$ cat config.mk
export PLATFORM = sky130hd
export DESIGN_NAME = gaps_ctrl
export DESIGN_NICKNAME = d
export VERILOG_FILES = /design/src/hdl/gaps_pkg.sv /design/src/hdl/gaps_ctrl.sv
export SDC_FILE = /design/constraint.sdc
export NUM_CORES = 1
export LEC_CHECK = 0
export BUFFER_PORTS_ARGS = -buffer_cell sky130_fd_sc_hd__buf_2
export CAP_MARGIN = 40
export CORE_AREA = 5 5 49 51
export DETAILED_ROUTE_END_ITERATION = 8
export DIE_AREA = 0 0 54 56
export PLACE_DENSITY = 0.77
export REMOVE_ABC_BUFFERS = 1
export SLEW_MARGIN = 20
export SYNTH_ARGS = -nofsm -noshare
export SYNTH_HDL_FRONTEND = slang
export SYNTH_SLANG_ARGS = --single-unit
$ cat constraint.sdc
create_clock -name clk -period 2.4 [get_ports clk]
set_input_delay 0.48 -clock clk [delete_from_list [all_inputs] [get_ports clk]]
set_output_delay 0.48 -clock clk [all_outputs]
set_load 0.02 [all_outputs]
$ cat src/hdl/gaps_pkg.sv
// shared types, constants and helper functions for the grid path search core
// used by every module of the block except the generic ram
package gaps_pkg;

  localparam int GRID_COLS      = 64;
  localparam int GRID_ROWS      = 64;
  localparam int COST_FRAC_BITS = 8;

  localparam int CELLS  = GRID_COLS * GRID_ROWS;
  localparam int COL_W  = $clog2(GRID_COLS);
  localparam int ROW_W  = $clog2(GRID_ROWS);
  localparam int IDX_W  = $clog2(CELLS);
  localparam int CNT_W  = $clog2(CELLS + 1);
  localparam int D_W    = 8;       // signed coordinate math, one step beyond the grid
  localparam int FLD_W  = 6;       // coordinate fields on the ports
  localparam int LIM_W  = 7;       // cols_in_use / rows_in_use
  localparam int G_W    = 24;
  localparam int F_W    = G_W + 1;
  localparam int H_W    = 15;      // largest heuristic is about 89.1 * 256
  localparam int EXP_W  = 13;
  localparam int SQ_W   = 31;
  localparam int CFG_IDX_W = 3;

  localparam logic [G_W-1:0]  G_MAX         = {G_W{1'b1}};
  localparam logic [EXP_W-1:0] EXP_MAX      = {EXP_W{1'b1}};
  localparam logic [G_W-1:0]  STEP_STRAIGHT = G_W'(1) << COST_FRAC_BITS;
  // round(sqrt(2) * 2^8)
  localparam logic [G_W-1:0]  STEP_DIAG     = G_W'(362);
  // highest even power of two below the largest squared distance after scaling
  localparam logic [SQ_W-1:0] SQ_BIT0       = SQ_W'(1) << 28;

  localparam logic [1:0] FLAG_FREE   = 2'b00;
  localparam logic [1:0] FLAG_OPEN   = 2'b01;
  localparam logic [1:0] FLAG_CLOSED = 2'b10;

  typedef enum logic [1:0] {
    CMD_LOAD   = 2'd0,
    CMD_SEARCH = 2'd1,
    CMD_READ   = 2'd2,
    CMD_NONE   = 2'd3
  } cmd_t;

  typedef enum logic [1:0] {
    ST_OK       = 2'd0,
    ST_NO_PATH  = 2'd1,
    ST_FINISHED = 2'd2,
    ST_LOAD_ACK = 2'd3
  } status_t;

  typedef enum logic [CFG_IDX_W-1:0] {
    CFG_START_COL = 3'd0,
    CFG_START_ROW = 3'd1,
    CFG_GOAL_COL  = 3'd2,
    CFG_GOAL_ROW  = 3'd3,
    CFG_COLS      = 3'd4,
    CFG_ROWS      = 3'd5
  } cfg_idx_t;

  typedef struct packed {
    status_t          status;
    logic [FLD_W-1:0] path_col;
    logic [FLD_W-1:0] path_row;
    logic [G_W-1:0]   path_cost;
    logic [EXP_W-1:0] expanded_count;
    logic             last;
  } res_t;

  // controller to datapath
  typedef struct packed {
    logic init_sweep;
    logic clr_sweep;
    logic accept;
    logic seed_rd;
    logic seed_ev;
    logic scan_init;
    logic scan;
    logic expand;
    logic nb_rd;
    logic nb_ev;
    logic nb_next;
    logic append;
    logic walk;
  } dp_cmd_t;

  // datapath to controller
  typedef struct packed {
    logic sweep_done;
    logic seed_ok;
    logic scan_done;
    logic scan_empty;
    logic is_goal;
    logic nb_new;
    logic nb_last;
    logic h_done;
    logic walk_active;
    logic room;
  } dp_stat_t;

  function automatic logic [IDX_W-1:0] cell_index(input logic [COL_W-1:0] col,
                                                  input logic [ROW_W-1:0] row);
    return IDX_W'(row) * IDX_W'(GRID_COLS) + IDX_W'(col);
  endfunction

  function automatic logic [COL_W-1:0] col_of(input logic [IDX_W-1:0] idx);
    return COL_W'(idx % GRID_COLS);
  endfunction

  function automatic logic [ROW_W-1:0] row_of(input logic [IDX_W-1:0] idx);
    return ROW_W'(idx / GRID_COLS);
  endfunction

  function automatic logic signed [1:0] step_dc(input logic [2:0] d);
    logic signed [1:0] v;
    unique case (d)
      3'd0, 3'd3, 3'd5: v = -2'sd1;
      3'd1, 3'd6:       v = 2'sd0;
      3'd2, 3'd4, 3'd7: v = 2'sd1;
    endcase
    return v;
  endfunction

  function automatic logic signed [1:0] step_dr(input logic [2:0] d);
    logic signed [1:0] v;
    unique case (d)
      3'd0, 3'd1, 3'd2: v = -2'sd1;
      3'd3, 3'd4:       v = 2'sd0;
      3'd5, 3'd6, 3'd7: v = 2'sd1;
    endcase
    return v;
  endfunction

  function automatic logic is_diag(input logic [2:0] d);
    return (step_dc(d) != 2'sd0) && (step_dr(d) != 2'sd0);
  endfunction

endpackage

$ cat src/hdl/gaps_ctrl.sv
// search sequencer: clearing passes, scan / expand / neighbor loop, path reads
// depends on gaps_pkg
module gaps_ctrl
  import gaps_pkg::*;
(
  input  logic     clk,
  input  logic     rst,
  input  logic     in_valid,
  input  cmd_t     in_cmd,
  output logic     in_ready,
  input  dp_stat_t stat,
  output dp_cmd_t  cmd
);

  typedef enum logic [11:0] {
    S_INIT    = 12'b0000_0000_0001,
    S_IDLE    = 12'b0000_0000_0010,
    S_CLR     = 12'b0000_0000_0100,
    S_SEED_RD = 12'b0000_0000_1000,
    S_SEED_EV = 12'b0000_0001_0000,
    S_SEED_H  = 12'b0000_0010_0000,
    S_SCAN    = 12'b0000_0100_0000,
    S_EXPAND  = 12'b0000_1000_0000,
    S_NB_RD   = 12'b0001_0000_0000,
    S_NB_EV   = 12'b0010_0000_0000,
    S_NB_H    = 12'b0100_0000_0000,
    S_WALK    = 12'b1000_0000_0000
  } state_t;

  state_t state, state_next;

  always_ff @(posedge clk) begin
    if (rst) begin
      state <= S_INIT;
    end else begin
      state <= state_next;
    end
  end

  always_comb begin
    state_next = state;
    cmd        = '0;
    in_ready   = 1'b0;
    unique case (state)
      S_INIT: begin
        cmd.init_sweep = 1'b1;
        if (stat.sweep_done) state_next = S_IDLE;
      end
      S_IDLE: begin
        in_ready = stat.room;
        if (in_valid && stat.room) begin
          cmd.accept = 1'b1;
          if (in_cmd == CMD_SEARCH) begin
            state_next = S_CLR;
          end else if (in_cmd == CMD_READ && stat.walk_active) begin
            state_next = S_WALK;
          end
        end
      end
      S_CLR: begin
        cmd.clr_sweep = 1'b1;
        if (stat.sweep_done) state_next = S_SEED_RD;
      end
      S_SEED_RD: begin
        cmd.seed_rd = 1'b1;
        state_next  = S_SEED_EV;
      end
      S_SEED_EV: begin
        cmd.seed_ev = 1'b1;
        state_next  = stat.seed_ok ? S_SEED_H : S_IDLE;
      end
      S_SEED_H: begin
        if (stat.h_done) begin
          cmd.append    = 1'b1;
          cmd.scan_init = 1'b1;
          state_next    = S_SCAN;
        end
      end
      S_SCAN: begin
        cmd.scan = 1'b1;
        if (stat.scan_done) state_next = stat.scan_empty ? S_IDLE : S_EXPAND;
      end
      S_EXPAND: begin
        cmd.expand = 1'b1;
        state_next = stat.is_goal ? S_IDLE : S_NB_RD;
      end
      S_NB_RD: begin
        cmd.nb_rd  = 1'b1;
        state_next = S_NB_EV;
      end
      S_NB_EV: begin
        cmd.nb_ev = 1'b1;
        if (stat.nb_new) begin
          state_next = S_NB_H;
        end else if (stat.nb_last) begin
          cmd.scan_init = 1'b1;
          state_next    = S_SCAN;
        end else begin
          cmd.nb_next = 1'b1;
          state_next  = S_NB_RD;
        end
      end
      S_NB_H: begin
        if (stat.h_done) begin
          cmd.append = 1'b1;
          if (stat.nb_last) begin
            cmd.scan_init = 1'b1;
            state_next    = S_SCAN;
          end else begin
            cmd.nb_next = 1'b1;
            state_next  = S_NB_RD;
          end
        end
      end
      S_WALK: begin
        cmd.walk   = 1'b1;
        state_next = S_IDLE;
      end
      default: state_next = S_IDLE;
    endcase
  end

endmodule

* After elaboration in Yosys (flattened, before gate mapping) *
Cells that the tools add are included.

storage, ports and cells
  bits in registers = 12
  bits in latches = 0
  memory bits (writable) = 0
  ROM bits = 0
  logic and storage cells = 61
  memories kept = 0

operators by class
  add/sub/neg operators = 0
  multiply operators = 0
  div/mod/pow operators = 0
  magnitude comparators = 0
  equality and inequality tests = 21
  shift-type cells = 0
  multiplexer cells = 36
  bitwise gates (word level) = 0
  reduce and logical (&&, ||, !) cells = 3

operators with widths
  kind                                                                     number
  12-bit one-hot mux with 11 select lines                                  1
  12-bit two-way mux                                                       8
  1-bit two-way mux                                                        18
  9-bit two-way mux                                                        2
  12-bit by 1-bit equality test with 1-bit output, second input constant   1
  12-bit by 10-bit equality test with 1-bit output, second input constant  1
  12-bit by 11-bit equality test with 1-bit output, second input constant  1
  12-bit equality test, second input constant                              1
  12-bit by 2-bit equality test with 1-bit output, second input constant   1
  12-bit by 3-bit equality test with 1-bit output, second input constant   1
  12-bit by 4-bit equality test with 1-bit output, second input constant   1
  12-bit by 5-bit equality test with 1-bit output, second input constant   1
  12-bit by 6-bit equality test with 1-bit output, second input constant   1
  12-bit by 7-bit equality test with 1-bit output, second input constant   1
  12-bit by 8-bit equality test with 1-bit output, second input constant   1
  12-bit by 9-bit equality test with 1-bit output, second input constant   1
  2-bit inequality test, second input constant                             6
  11-bit two-way mux                                                       1
  8-bit two-way mux                                                        1
  7-bit AND reduction                                                      1
  6-bit two-way mux                                                        1
  1-bit one-hot mux with 2 select lines                                    2
  3-bit inequality test, second input constant                             1
  1-bit one-hot mux with 3 select lines                                    1
  other kinds (4)                                                          5

* Depth between registers and ports, before layout *
Gate-level depths: netlist of run 1.

  depth after elaboration = 6
  mapped depth = 6

* Worst setup path after synthesis of run 1 *
No wires, ideal clock.

  path kind = reg-to-output
  start = register state[6]
  end = output cmd[12] (netlist name)
  arrival = 1.632 ns
  data required time = 1.920 ns
  setup slack = 0.288 ns
  stages on the path, launching flop included = 5
  cell sequence = dfxtp_1 buf_6 nor4_4 nand2_1 nor4_1

RTL lines
  element                 line             RTL
  start, declared         gaps_ctrl.sv:30  state_t state, state_next;
  start signal, assigned  gaps_ctrl.sv:36  state <= state_next;
  end, declared           gaps_ctrl.sv:12  output dp_cmd_t cmd

==> results of run 1 <==
==> synth_stat cells <==
library cell	count	area, um^2
xnor2_1	3	26.3
dfxtp_1	12	240
or3_4	1	11.3
nor2_1	12	45.0
xor2_1	1	8.76
or2_2	1	6.26
o211ai_1	2	15.0
inv_1	5	18.8
a21oi_2	1	8.76
o22a_1	1	8.76
nand3_2	1	10.0
and3b_1	1	8.76
o21ai_0	7	35.0
and3_2	1	7.51
o22ai_1	1	6.26
nor3_1	6	30.0
nor3b_1	4	30.0
or3_1	2	12.5
nor4_4	3	63.8
o32ai_4	1	27.5
nand3_1	3	15.0
nor4_1	1	6.26
and3_1	1	6.26
o311ai_0	1	8.76
o21ai_1	1	5.00
a31oi_1	3	18.8
nand2_1	7	26.3
nand4b_1	1	8.76
nor2b_1	3	18.8
nor4b_1	3	26.3
or2b_1	1	7.51
buf_6	3	33.8
or4_1	2	15.0
nand4_1	5	31.3
nand2b_1	6	37.5
nor4b_2	1	15.0
a21oi_1	4	20.0
==> worst register-to-register path, cell delays in order, from the launching register on <==
cell,delay (ns)
dfxtp_1,0.38
nor4_4,0.38
buf_4,0.20
nand3_2,0.11
o32ai_4,0.42
or3_4,0.24
nor3b_1,0.06
==> stage by stage <==
step	area [um^2]	hold WS, ns	cells	power, uW
final	1190	0.364	173	439
after global routing	1190	0.363	173	464
after CTS	1110	0.361	170	443
after detailed placement	1070	0.595	165	310
after global placement	1070	0.573	165	308
after floorplan	887	0.542	109	277
==> cells by family after synthesis <==
kind of cell,Yosys count
AND/OR/NAND/NOR,66
AO/OA/AOI/OAI,22
flip-flops,12
buffers and inverters,8
XOR/XNOR,4
==> cell usage in the layout (no fill, tap or decap), types with 4 or more instances in the layout <==
master | Yosys | routed
nand2_1 | 7 | 6
buf_4 | 0 | 7
a21oi_1 | 4 | 4
nand2b_1 | 6 | 6
nand4_1 | 5 | 5
o21ai_0 | 7 | 7
dfxtp_1 | 12 | 8
nor2_1 | 12 | 12
inv_1 | 5 | 5
buf_2 | 0 | 25
nor3_1 | 6 | 5
==> what timing repair did <==
item | in CTS | in global routing
hold buffers | 0 | 0
buffers inserted | 2 | 3
endpoints found under the setup margin | 5 | 6
gates resized for setup | 2 | 16
pin swaps | 2 | 3
==> cell type report <==
| class | count | area share (%) |
|---|---|---|
| Tap cell | 27 | 2.84 |
| Timing Repair Buffer | 34 | 16.8 |
| Clock buffer | 3 | 1.89 |
| Multi-Input combinational cell | 92 | 55.8 |
| Sequential cell | 12 | 21.1 |
| Inverter | 5 | 1.58 |
==> worst paths after layout <==
kind	from	to	slack, ns	cells after the start
worst min-delay path	stat[6]	state[7]	0.36	2
worst min register to register	state[5]	state[5]	0.58	2
worst max register to register	state[3]	state[11]	0.52	6
worst max-delay path	state[5]	cmd[2]	0.05	6
==> per-layer routing <==
metal / up-vias / part of all wire, % / wire [um] / global-route usage [%]
met5: - / 0 / 0 / 0
met2: 36 / 53 / 1290 / 27.7
met3: 2 / 5.3 / 130 / 5.09
met1: 469 / 42 / 1020 / 19.5
li1: 486 / - / - / -
met4: 0 / 0.45 / 11 / 3.20
==> power by group through the flow <==
stage | registers, uW | logic, uW | clock network [uW]
4_1_cts | 213 | 96.7 | 133
6_report | 212 | 101 | 127
5_1_grt | 213 | 111 | 140
3_5_place_dp | 218 | 92.1 | 0
3_3_place_gp | 218 | 90.4 | 0
2_1_floorplan | 216 | 60.2 | 0
==> results.toml, run 1 <==
[job]
drv_cap = 0

[drt]
num_vias = 993
dr.first_iter.drc_count = 20
first_pass_iters = 4
drc = 0
postRouteAntennaNets = 0
post_drt_wl_per_cell_um = 14.2
routed_wl_um = 2450
via_per_inst = 5.74

[pwr]
p_seq_share_pct = 48.3
p_per_area_mw_per_mm2 = 370
power.share.clock_pct = 28.8
p_int_uw = 305
p_comb_share_pct = 22.9
irDropWorstVdd_mv = 0.335
sw_frac_of_total_pct = 30.5
p_sw_uw = 134
cellLeakagePower_uw = 0.000498

[grt]
track_usage_pct = 16.2
overflow = 0
antenna_found_initial = 0
grt_pass1_wl_um = 3780
grt_pass1_vias = 893
grt_max_degree = 10

[outcome]
status = "completed"

[clock_network]
cts.htree.levels = 1
cts_made_buffers = 3
cts.clk_slew.worst_paths_ns = 0.08
clock-sinks = 12
cts-root-buf = "clkbuf_4"
cts_tree = "built"
clk_latency_ns = 0.28
cts_buffer_depth = 2

[floorplanning]
die_x_um = 54
start_util_pct = 48.4
fp.dieH_um = 56
core-area_mm2 = 0.00190
rows = 16
die_area_mm2 = 0.00302
io_pins = 29

[synth]
yosys.area_share.simple_pct = 47.7
synth-seq-cells = 12
synth-seq-area-share_pct = 26.1
syn_area_per_cell_um2 = 8.22
syn_inst = 112
synthAdderAreaFrac_pct = 0
ys_warn_count = 0
synth_top_family_by_area = "simple AND/OR/NAND/NOR gates"
synth-compound-area-share_pct = 16.7
synth.area.mux_share_pct = 0
synth_xor_area_share_pct = 3.80
synth_cell_type_count = 37
syn_area_um2 = 921

[timing]
setup_viol = 0
drv_slew = 0
post-route-period-util_pct = 97.9
min_period_ns = 2.35
hold_viol = 0
max_freq_mhz = 426
worstMarginPinSlew_ns = 0.402
slew_headroom_pct = 73.0
clock_skew_ns = 0.00535
fin_ws_ns = 0.0507
final.setup.tns_ns = 0
rsz0062_at_grt = "true"

[critical_path]
end_kind = "primary output"
worstPathRequired_ns = 1.92
crit_slowest_cell = "dfxtp_4"
cp_max_fo = 6
crit_arrival_ns = 1.87
criticalPathCategory = "register to primary output"
cp-start-kind = "register"
crit_family = "simple AND/OR/NAND/NOR gates"
cp_cell_sequence = "nor4_4, buf_4, nand4_1, o22ai_2, nor2b_2, buf_6"
path_buf_inv = 2
max_stage_delay_ns = 0.37

[placement]
dp_hpwl_um = 1760
post-place-ws_ns = 0.203
place_congestion = 0.829
portBuffers = 28

[min_path]
hold_path.class = "input pin to register"

[final_layout]
layout-drive-gt1-share_pct = 39.0
num_antenna_cells = 0
nets = 163
regMostFlops = "state"
area_growth_pct = 29.1
reg_top3 = "state x12"
fill_cells = 167
regArea_um2 = 250
largest_register_ffs = 12
utilization_pct = 62.5
multiInputGateArea_um2 = 663
Note: power is estimated with default switching activity, not from simulation.
==> inputs of run 2 (changes only) <==
- ABC_AREA: unset -> 1
- CORE_AREA: 5 5 49 51 -> 5 5 50 52
- DIE_AREA: 0 0 54 56 -> 0 0 55 57
- PLACE_DENSITY: 0.77 -> 0.76
==> run 2 against run 1 <==
Worst hold slack better by 0.10 ns. Highest routed layer unchanged. Maximum frequency is 6.3% higher. Core utilization fell by 7.3 points. Critical endpoint is now cmd[7]. Combinational power grew to 4.7 times the previous value. Via count is 5.1% higher. Sequential power up 25%.
==> results.toml, run 2 <==
[timing]
rsz0062_at_grt = "false"
clock_skew_ns = 0.00671
max_freq_mhz = 452
setup_viol = 0
worstMarginPinSlew_ns = 0.328
min_period_ns = 2.21
final.setup.tns_ns = 0
drv_slew = 0
post-route-period-util_pct = 92.1
slew_headroom_pct = 77.9
hold_viol = 0

[grt]
antenna_found_initial = 0
overflow = 0
grt_pass1_vias = 994
track_usage_pct = 16.1
grt_max_degree = 16
grt_pass1_wl_um = 3820

[pwr]
p_per_area_mw_per_mm2 = 761
cellLeakagePower_uw = 0.000686
irDropWorstVdd_mv = 0.312

[synth]
ys_warn_count = 0
synth-compound-area-share_pct = 5.22
synth-seq-area-share_pct = 25.0
synth_top_family_by_area = "simple AND/OR/NAND/NOR gates"
async_reset_ff_share_pct = 0
synth.top_cell.area_share_pct = 25.0
synth_top_flop_cell = "dfxtp_1"
synthAdderAreaFrac_pct = 0
syn_area_per_cell_um2 = 5.85
syn_inst = 164
synth_edf_count = 0
yosys.area_share.simple_pct = 54.1
syn_area_um2 = 960
synth_most_common_cell = "nand2_1"
synth_cell_type_count = 21
synth_xor_area_share_pct = 0
synth.area.mux_share_pct = 0
synth-seq-cells = 12
yosys-top-cells-count = "nand2_1, inv_1, nor2_1"
yosysTopAreaCell = "dfxtp_1"
synthTopCellsByArea = "dfxtp_1, nand2_1, inv_1"

[critical_path]
cp_cell_sequence = "nor2_2, nand2_4, nor2_4, nand2_2, nand2_2, nand2_2, nand3_4, nor2_1, buf_2"
worstPathRequired_ns = 1.92
cp_max_fo = 15
crit_arrival_ns = 1.73
crit_family = "simple AND/OR/NAND/NOR gates"
end_kind = "primary output"
path_buf_inv = 1
cp-start-kind = "register"
max_stage_delay_ns = 0.35
criticalPathCategory = "register to primary output"
crit_slowest_cell = "dfxtp_1"
crit_top_cell = "nand2_2"

[floorplanning]
start_util_pct = 46.5
io_pins = 29
die_area_mm2 = 0.00314
fp.dieH_um = 57
rows = 17
die_x_um = 55
core-area_mm2 = 0.00206

[final_layout]
utilization_pct = 55.2
regMostFlops = "state"
nets = 210
layout-drive-gt1-share_pct = 26.9
reg_top3 = "state x12"
largest_register_ffs = 12
fill_cells = 224
regArea_um2 = 240
postLayoutCellArea_mm2 = 0.00114
final_cell_mix = "nand2_1, inv_1, buf_2"
final_common_cell = "nand2_1"
num_antenna_cells = 0
area_growth_pct = 18.6
multiInputGateArea_um2 = 569

[drt]
dr_wl_met3_um = 89
first_pass_iters = 4
drt-met1-wl_um = 1010
num_vias = 1044
postRouteAntennaNets = 0
routed_wl_um = 2290
via_per_inst = 4.72
route.met2.wl_um = 1160
drc = 0
routed.top_layer = "met4"
post_drt_wl_per_cell_um = 10.4
dr.first_iter.drc_count = 23

[clock_network]
cts-root-buf = "clkbuf_4"
cts_made_buffers = 3
clk_latency_ns = 0.28
hold_buffers = 0
cts.clk_slew.worst_paths_ns = 0.07
clock-sinks = 12
post_cts_resized = 0
cts.htree.levels = 1
postCtsSetupBuffers = 0
cts_tree = "built"
cts_buffer_depth = 2

[placement]
portBuffers = 28
place_congestion = 0.794
place_area_mm2 = 0.00112
dp_hpwl_um = 1880

[outcome]
status = "completed"

[min_path]
hold_path.class = "input pin to register"

[job]
drv_cap = 0
[run 2: cell count changes after synthesis, moves of 4 or more]
cell / before / now
inv_1: 5 / 34
nand2_1: 7 / 40
nand3_1: 3 / 10
nand4_1: 5 / 0
nand2b_1: 6 / 0
nor3_1: 6 / 12
nor2_2: 0 / 4
o21ai_0: 7 / 3
nand2_2: 0 / 9
nor2_1: 12 / 23
[run 2: final timing paths]
check / from / endpoint / slack [ns] / depth (start not counted)
max: state[0] / cmd[7] / 0.19 / 9
min: stat[6] / state[7] / 0.47 / 4
max reg2reg: state[0] / state[1] / 0.90 / 10
min reg2reg: state[10] / state[10] / 0.49 / 2
[run 2: kinds of logic (layout without fill, tap and decap cells)]
kind of cell | count (synthesis) | in the layout
AO/OA/AOI/OAI | 8 | 8
buffers and inverters | 37 | 66
AND/OR/NAND/NOR | 107 | 107
flip-flops | 12 | 12
[run 2: layer usage]
metal,up-vias,track usage (%)
met1,465,19.0
met5,-,0
met4,0,7.99
li1,552,-
met3,4,3.13
met2,23,26.9
[run 2: stage by stage]
step                      instances  setup slack [ns]  hold WS, ns  power (uW)
final                           221             0.189        0.467         866
after global routing            221            0.0287        0.475         944
after CTS                       221             0.171        0.468         867
after detailed placement        218             0.423        0.480         739
after global placement          218             0.493        0.474         732
after floorplan                 162             0.470        0.454         633
[run 2: worst reg2reg max path, stage by stage (launching register included)]
cell and delay (ns):
dfxtp_1 0.35, nor2_2 0.19, nand2_4 0.10, nor2_4 0.17, nand2_2 0.09, nand2_2 0.07, nand2_2 0.06, nand3_4 0.19
nand2_1 0.08, nand2_1 0.06, nor2_1 0.04
[run 2: final cells by class]
cell class | instances | share of cell area, %
repair buffers | 28 | 12.3
inverters | 35 | 11.5
clock buffers | 3 | 1.98
well taps | 28 | 3.08
multi-input cells | 115 | 50.0
flip-flops and latches | 12 | 21.1
[run 2: report_power, final]
part	switching (uW)	internal, uW	total (uW)
combinational	314	157	472
clock	72.2	58.2	130
sequential	34.0	230	264
total	421	446	866
